File: src/hw/rtl/sffd_pkg.sv
`timescale 1ns / 1ps
`default_nettype none

package sffd_pkg;

    localparam int C_SAMPLE_BITS   = 16;
    localparam int C_ADDR_BITS     = 16;
    localparam int C_BUFFER_DEPTH  = 1 << C_ADDR_BITS;
    localparam int C_ROW_BITS      = 2 * C_SAMPLE_BITS;
    localparam int C_LEN_BITS      = 24;
    localparam int C_RATE_BITS     = 16;
    localparam int C_FRAC_BITS     = 8;
    localparam int C_CFG_IDX_BITS  = 3;
    localparam int C_CFG_DATA_BITS = 24;
    localparam int C_PROD_BITS     = 2 * C_SAMPLE_BITS;
    localparam int C_INTERP_BITS   = C_SAMPLE_BITS + 11;

    localparam longint C_SPAN_MAX = longint'(C_BUFFER_DEPTH) * 256 - 1;
    localparam logic [C_LEN_BITS-1:0] C_LEN_LIMIT =
        (C_SPAN_MAX > 64'hFF_FFFF) ? 24'hFF_FFFF : C_LEN_BITS'(C_SPAN_MAX);

    localparam logic [C_LEN_BITS-1:0]  C_RST_DELAY_TARGET = '0;
    localparam logic [C_LEN_BITS-1:0]  C_RST_START_LENGTH = '0;
    localparam logic [C_RATE_BITS-1:0] C_RST_SMOOTH_RATE  = 16'd256;
    localparam logic signed [C_SAMPLE_BITS-1:0] C_RST_FEEDBACK_GAIN = 16'sd29491;

    localparam logic signed [C_SAMPLE_BITS-1:0] C_SMAX = {1'b0, {(C_SAMPLE_BITS-1){1'b1}}};
    localparam logic signed [C_SAMPLE_BITS-1:0] C_SMIN = {1'b1, {(C_SAMPLE_BITS-1){1'b0}}};

    typedef logic signed [C_SAMPLE_BITS-1:0] t_sample;
    typedef logic [C_ADDR_BITS-1:0]          t_addr;
    typedef logic [C_ROW_BITS-1:0]           t_row;
    typedef logic [C_LEN_BITS-1:0]           t_len;
    typedef logic signed [C_PROD_BITS-1:0]   t_prod;

    typedef enum logic [1:0] {
        CMD_TICK  = 2'd0,
        CMD_SCALE = 2'd1,
        CMD_ADD   = 2'd2
    } t_cmd;

    typedef enum logic [C_CFG_IDX_BITS-1:0] {
        CFG_DELAY_TARGET  = 3'd0,
        CFG_START_LENGTH  = 3'd1,
        CFG_SMOOTH_RATE   = 3'd2,
        CFG_FEEDBACK_GAIN = 3'd3,
        CFG_INPUT_OPEN    = 3'd4,
        CFG_OUTPUT_OPEN   = 3'd5
    } t_cfg_idx;

    typedef enum logic [3:0] {
        S_CLEAR,
        S_IDLE,
        S_RAMP,
        S_RD_POS,
        S_RD_NEXT,
        S_INTERP,
        S_FBMUL,
        S_WRITE,
        S_SCALE_RD,
        S_SCALE_MUL,
        S_SCALE_WR,
        S_ADD_RD,
        S_ADD_WR
    } t_state;

    typedef enum logic [1:0] {
        RD_WI,
        RD_POS,
        RD_NEXT,
        RD_SLOT
    } t_rd_src;

    typedef struct packed {
        logic    load_item;
        logic    clear_step;
        logic    ramp;
        t_rd_src rd_src;
        logic    latch_w1;
        logic    latch_s0;
        logic    latch_dly;
        logic    latch_fb;
        logic    tick_write;
        logic    latch_prod;
        logic    scale_write;
        logic    add_write;
    } t_dp_cmd;

    typedef struct packed {
        logic clear_done;
        logic out_full;
    } t_dp_stat;

    function automatic t_sample sat_add(input t_sample a, input t_sample b);
        logic signed [C_SAMPLE_BITS:0] s;
        s = (C_SAMPLE_BITS+1)'(a) + (C_SAMPLE_BITS+1)'(b);
        if (s[C_SAMPLE_BITS] != s[C_SAMPLE_BITS-1]) begin
            return s[C_SAMPLE_BITS] ? C_SMIN : C_SMAX;
        end
        return s[C_SAMPLE_BITS-1:0];
    endfunction

    // round half up, floor shift, saturate
    function automatic t_sample q_round(input t_prod p);
        logic signed [C_PROD_BITS:0]          t;
        logic signed [C_PROD_BITS-C_SAMPLE_BITS+1:0] sh;
        t  = (C_PROD_BITS+1)'(p) + ((C_PROD_BITS+1)'(1) <<< (C_SAMPLE_BITS-2));
        sh = $signed(t[C_PROD_BITS:C_SAMPLE_BITS-1]);
        if (sh > (C_PROD_BITS-C_SAMPLE_BITS+2)'(C_SMAX)) begin
            return C_SMAX;
        end
        if (sh < (C_PROD_BITS-C_SAMPLE_BITS+2)'(C_SMIN)) begin
            return C_SMIN;
        end
        return sh[C_SAMPLE_BITS-1:0];
    endfunction

    function automatic t_sample interp(input t_sample s0, input t_sample s1,
                                       input logic [C_FRAC_BITS-1:0] fr);
        logic signed [C_FRAC_BITS+1:0]   wa;
        logic signed [C_FRAC_BITS+1:0]   wb;
        logic signed [C_INTERP_BITS-1:0] acc;
        wa  = $signed({1'b0, 9'(10'd256 - {2'b0, fr})});
        wb  = $signed({2'b0, fr});
        acc = C_INTERP_BITS'(s0) * C_INTERP_BITS'(wa)
            + C_INTERP_BITS'(s1) * C_INTERP_BITS'(wb)
            + C_INTERP_BITS'(128);
        return acc[C_SAMPLE_BITS+C_FRAC_BITS-1:C_FRAC_BITS];
    endfunction

endpackage

`default_nettype wire

File: src/hw/rtl/sffd_ctrl.sv
`timescale 1ns / 1ps
`default_nettype none

module sffd_ctrl (
    input  wire logic               i_clk,
    input  wire logic               i_rst_n,
    input  wire logic               i_in_valid,
    input  wire logic [1:0]         i_command,
    input  wire sffd_pkg::t_dp_stat i_stat,
    output logic                    o_in_ready,
    output sffd_pkg::t_dp_cmd       o_cmd
);
    import sffd_pkg::*;

    t_state r_state;
    t_state n_state;

    always_ff @(posedge i_clk) begin
        if (!i_rst_n) begin
            r_state <= S_CLEAR;
        end else begin
            r_state <= n_state;
        end
    end

    always_comb begin
        n_state = r_state;
        case (r_state)
            S_CLEAR: begin
                if (i_stat.clear_done) begin
                    n_state = S_IDLE;
                end
            end
            S_IDLE: begin
                if (i_in_valid) begin
                    case (i_command)
                        CMD_TICK:  n_state = S_RAMP;
                        CMD_SCALE: n_state = S_SCALE_RD;
                        CMD_ADD:   n_state = S_ADD_RD;
                        default:   n_state = S_IDLE;
                    endcase
                end
            end
            S_RAMP:      n_state = S_RD_POS;
            S_RD_POS:    n_state = S_RD_NEXT;
            S_RD_NEXT:   n_state = S_INTERP;
            S_INTERP:    n_state = S_FBMUL;
            S_FBMUL:     n_state = S_WRITE;
            S_WRITE: begin
                if (!i_stat.out_full) begin
                    n_state = S_IDLE;
                end
            end
            S_SCALE_RD:  n_state = S_SCALE_MUL;
            S_SCALE_MUL: n_state = S_SCALE_WR;
            S_SCALE_WR:  n_state = S_IDLE;
            S_ADD_RD:    n_state = S_ADD_WR;
            S_ADD_WR:    n_state = S_IDLE;
            default:     n_state = S_IDLE;
        endcase
    end

    always_comb begin
        o_in_ready  = 1'b0;
        o_cmd       = '0;
        o_cmd.rd_src = RD_WI;
        case (r_state)
            S_CLEAR: o_cmd.clear_step = 1'b1;
            S_IDLE: begin
                o_in_ready      = 1'b1;
                o_cmd.load_item = i_in_valid;
            end
            S_RAMP: begin
                o_cmd.ramp   = 1'b1;
                o_cmd.rd_src = RD_WI;
            end
            S_RD_POS: begin
                o_cmd.latch_w1 = 1'b1;
                o_cmd.rd_src   = RD_POS;
            end
            S_RD_NEXT: begin
                o_cmd.latch_s0 = 1'b1;
                o_cmd.rd_src   = RD_NEXT;
            end
            S_INTERP:    o_cmd.latch_dly   = 1'b1;
            S_FBMUL:     o_cmd.latch_fb    = 1'b1;
            S_WRITE:     o_cmd.tick_write  = !i_stat.out_full;
            S_SCALE_RD:  o_cmd.rd_src      = RD_SLOT;
            S_SCALE_MUL: o_cmd.latch_prod  = 1'b1;
            S_SCALE_WR:  o_cmd.scale_write = 1'b1;
            S_ADD_RD:    o_cmd.rd_src      = RD_SLOT;
            S_ADD_WR:    o_cmd.add_write   = 1'b1;
            default: ;
        endcase
    end
endmodule

`default_nettype wire

File: config.mk
export PLATFORM = sky130hd
export DESIGN_NAME = sffd_ctrl
export DESIGN_NICKNAME = d
export VERILOG_FILES = /design/src/hw/rtl/sffd_pkg.sv /design/src/hw/rtl/sffd_ctrl.sv
export SDC_FILE = /design/constraint.sdc
export NUM_CORES = 1
export LEC_CHECK = 0
export BUFFER_PORTS_ARGS = -buffer_cell sky130_fd_sc_hd__clkbuf_2
export CORE_AREA = 2 2 39 41
export CTS_BUF_LIST = sky130_fd_sc_hd__clkbuf_2
export CTS_CLUSTER_DIAMETER = 100
export DETAILED_ROUTE_END_ITERATION = 8
export DIE_AREA = 0 0 41 43
export PLACE_DENSITY = 0.65
export SLEW_MARGIN = 5
export SYNTH_ARGS = -nofsm -noshare
export SYNTH_HDL_FRONTEND = slang
export SYNTH_SLANG_ARGS = --single-unit
File: constraint.sdc
create_clock -name i_clk -period 1 [get_ports i_clk]
set_input_delay 0.05 -clock i_clk [delete_from_list [all_inputs] [get_ports i_clk]]
set_output_delay 0.05 -clock i_clk [all_outputs]
set_load 0.02 [all_outputs]
# Yosys cells after proc, flatten, opt, wreduce, memory -nomap -nowiden

Cells that the tools add are included.

Bits in registers: 4
Latch bits: 0
Memory bits (writable): 0
ROM bits: 0
Input bits: 7
Output and inout bits: 14
Word-level logic and storage cells: 41
Memories: 0

Add/sub/neg operators: 0
Multipliers: 0
Divide/modulo/power cells: 0
Order comparisons: 0
Eq/ne operators: 17
Shift-type cells: 0
Multiplexer cells: 18
Bitwise logic cells: 0
Reductions and logical operators: 5

Operators by type and width:

| kind                                                                   | count |
|---|---|
| 4-bit case mux with 11 select lines                                    | 1 |
| 4-bit equality test (second input constant)                            | 5 |
| 4-bit by 3-bit equality test with 1-bit output (second input constant) | 4 |
| 1-bit 2-to-1 mux                                                       | 12 |
| 4-bit 2-to-1 mux                                                       | 3 |
| 4-bit case mux with 3 select lines                                     | 1 |
| 4-bit by 2-bit equality test with 1-bit output (second input constant) | 2 |
| 2-bit != test (second input constant)                                  | 3 |
| 2-bit case mux with 3 select lines                                     | 1 |
| 4-bit by 1-bit equality test with 1-bit output (second input constant) | 1 |
| 4-bit logical NOT                                                      | 1 |
| 3-bit AND reduction                                                    | 1 |
| 2-bit by 1-bit equality test with 1-bit output (second input constant) | 1 |
| 2-bit equality test (second input constant)                            | 1 |
| 2-bit logical NOT                                                      | 1 |
| 2-bit OR reduction                                                     | 1 |
| 1-bit logical NOT                                                      | 1 |

# Logic depth before layout (Yosys ltp)

Word-level depth: 4
Depth in mapped cells: 6

# Worst setup path after synthesis

OpenSTA, ideal clock, no wires.

Path type: register -> register
Start: reg r_state[1]
End: reg r_state[0]
Setup time: 0.123 ns
Data arrival time: 1.198 ns
Data required time: 0.877 ns
Slack: -0.321 ns
Cell stages (with the launch flop): 6
Clock period less this slack: 1.321 ns
Cells stage by stage: dfxtp_1 buf_6 nor4_2 nand2b_1 nand2_1 a31oi_1

Word-level cells in the longest chain between the ends: 3

RTL lines:

| element                                                                      | line            | source |
|---|---|---|
| start: declaration                                                           | sffd_ctrl.sv:15 | `t_state r_state;` |
| start signal: assignment                                                     | sffd_ctrl.sv:22 | `r_state <= n_state;` |
| 4-bit by 3-bit equality test with 1-bit output, or another cell as far along | sffd_ctrl.sv:28 | `case (r_state)` |
| 2-bit != test (no line)                                                      | n/a             |  |
| 3-bit AND reduction (no line)                                                | n/a             |  |

Several ways; a longest one is shown, not always the timed one.
A chain may end at the register's enable or synchronous reset.

==> out/qor.csv <==
stage,metric,value,unit
worst_setup_path,critical-path maximum fanout,7,
worst_setup_path,critical path class,reg -> out,
synth,Post-synth ARST share,0,%
synth,Post-Syn Area,469,um^2
place,IO buf count,20,
grt,gr ovfl total,0,
timing,Highest Clock Rate,721,MHz
clock_network,cts bufs inserted,3,
synth,Mapped Avg Cell Area,7.57,um^2
worst_setup_path,"Slowest-stage cell, CP",dfxtp_4,
place,dpl hpwl,995,um
clock_network,clock-pin slew on the worst setup and hold paths,0.05,ns
timing,Least-Margin Pin Slew,0.347,ns
die,initial core utilization,33.9,%
final_layout,number of diodes,0,
final_layout,largest register by flop count,r_state,
drt,WL final,1.89,mm
grt,largest net degree at the start of global routing,9,
drt,drc violations,0,
die,Die Wd,41,um
worst_setup_path,startpoint types,flop,
die,io pins,21,
synth,Yosys top cell area share,17.1,%
grt,vias in the first global route,627,
final_layout,final net count,128,
timing,Hold Fails Final Rpt,0,
timing,Setup Skew,0.00448,ns
die,row count,14,
pwr,power density cells,505,nW/um^2
timing,period utilisation layout,139,%
flow_run,Max Cap Viol,0,
synth,adder-cell share of the synthesized area,8.00,%
drt,DRT antenna net count,0,
final_layout,share of layout cells above drive strength 1,76.7,%
final_layout,filler instances,76,
timing,RSZ-0062 raised after global routing,true,
timing,Max-Slew Margin vs Limit,76.9,%
synth,Synth Area in Compound Gates,22.1,%
synth,Synth Area in XOR/XNOR,1.87,%
clock_network,hold-fix buffers at CTS,0,
clock_network,H-tree level count,1,
drt,Via density,5.17,
worst_setup_path,Crit path required time,0.95,ns
grt,gr usage total,22.8,%
die,die height,43,um
worst_setup_path,Worst setup EP type,output port,
clock_network,CTS tree,yes,
timing,post-route worst setup slack,-0.387,ns
synth,"Seq/Total Area, Yosys",17.1,%
pwr,Lkg Pwr,0.000530,uW
grt,antenna violations before repair,0,
synth,combinational family with the most area after synthesis,simple AND/OR/NAND/NOR gates,
place,routability cong.,0.828,
pwr,Peak VDD IR,0.515,mV
synth,most area-consuming cells after synthesis,"dfxtp_1, buf_6, ha_1",
worst_setup_path,crit-path cells,xnor2_2 > or3_4 > o21ai_2 > clkbuf_8,
timing,Final Critical Period,1.39,ns
worst_setup_path,Levels on crit path,4,
grt,first-pass GRT wire length,2.70,mm
die,total die area,1760,um^2
drt,drt first pass iters,4,
synth,cell count after synthesis,62,
worst_hold_path,HP Class,in -> reg,
synth,Post-Synth Simple-Gate Area,37.3,%
synth,"EDFF count, synth",0,
synth,Yosys Warn Count,0,
outcome,violated checks,setup timing,
timing,Fin Hold WS,0.127,ns
final_layout,Largest register FFs,4,
clock_network,clk root buf,clkbuf_2,
clock_network,clk_lat worst skew,0.23,ns
final_layout,Final Core Density,82.4,%
timing,Final setup viols,18,
worst_setup_path,CP top delay family,flip-flops,
worst_setup_path,CP arrival,1.34,ns
worst_setup_path,CP Buf/Inv Count,1,
clock_network,CTS sink cnt,4,
synth,Synth cell types,30,
synth,most used flip-flop cell after synthesis,dfxtp_1,
worst_setup_path,cells on worst reg2reg path,5,
synth,multiplexer share of the synthesized area,0,%
synth,Yosys top cell by area,dfxtp_1,
outcome,status,"finished, violations left",
drt,vias,682,
synth,post-synthesis register bit count,4,
synth,top-count cell post-synth,nor2_1,
drt,drt wl/cell,14.3,um
worst_hold_path,worst hold path stage count,3,
synth,Synthesized Nets,72,
clock_network,Clock Tree Buf Depth,2,
synth,"top cells by count, synth","nor2_1, nor3_1",
worst_setup_path,critical path's largest stage delay,0.38,ns
final_layout,top flop regs,r_state (4),
final_layout,Area Overhead vs Synth,143,%
timing,Pins Over Slew Limit,0,
drt,DR iter-0 viols,10,
die,core area,1380,um^2
report_power, final:
part / internal (uW) / leakage, uW / total (uW) / switching [uW]
clock: 80.8 / 0.0000125 / 162 / 81.4
sequential: 159 / 0.0000355 / 175 / 16.4
combinational: 124 / 0.000482 / 239 / 114
layout by cell type (no fill, tap or decap), types with 2 or more instances in the layout:
cell       n
nand2b_1   2
nor2_4     3
nor3_4     4
nor3_2     2
inv_1      2
nand2_1    2
buf_6     19
buf_4     27
nand2b_4   3
clkbuf_8   3
ha_1       3
nor2_1     6
dfxtp_4    4
clkbuf_2   9
o21ai_1    3
final timing paths:
kind / slack, ns / startpoint / to
min: 0.13 / i_rst_n / r_state[0]$_SDFFE_PN0P_
min reg2reg: 0.66 / r_state[0]$_SDFFE_PN0P_ / r_state[0]$_SDFFE_PN0P_
max reg2reg: -0.29 / r_state[1]$_SDFFE_PN0P_ / r_state[1]$_SDFFE_PN0P_
max: -0.39 / r_state[3]$_SDFFE_PN0P_ / o_cmd[9]
worst register-to-register path: stages (launching register included):
cell and delay, ns:
dfxtp_4 0.35, buf_4 0.14, o21ai_1 0.16, a21oi_1 0.16
o31ai_4 0.25, o32ai_2 0.11
per-layer routing:
metal  wire length [um]  part of all wire, %  track usage [%]
met1                739                   39             24.8
met2               1050                   55             39.7
met3                 66                  3.5             3.14
met4                 32                  1.7             11.3
met5                  0                    0                0
through the flow:
step                cell area, um^2  instances  setup TNS, ns  power (uW)  setup WS (ns)
finish                         1140        132          -5.25         576         -0.387
global route                   1140        132          -6.38         614         -0.442
CTS                             967        124          -4.48         511         -0.323
detailed placement              729        110          -2.25         349         -0.206
global placement                729        110          -2.20         346         -0.222
floorplan                       538         62         -0.574         286         -0.156
cell families (layout without fill, tap and decap cells):
group	after synthesis	after routing
compound gates	14	14
flops	4	4
fa+ha+maj	3	3
buf+inv	8	62
simple gates	32	32
xor+xnor	1	1
area by class of cell:
| cell class | instances | area [um^2] | share of cell area (%) |
|---|---|---|---|
| clock buffers | 3 | 15.0 | 1.32 |
| repair buffers | 56 | 503 | 44.1 |
| inverters | 3 | 16.3 | 1.43 |
| flip-flops and latches | 4 | 95.1 | 8.34 |
| well taps | 16 | 20.0 | 1.76 |
| multi-input cells | 50 | 490 | 43.0 |
what timing repair did:
item,4_1_cts,5_1_grt
setup endpoints to repair,18,18
pin swaps,5,11
buffers inserted,11,8
resized for setup,40,37
(Power assumes the default switching activity.)
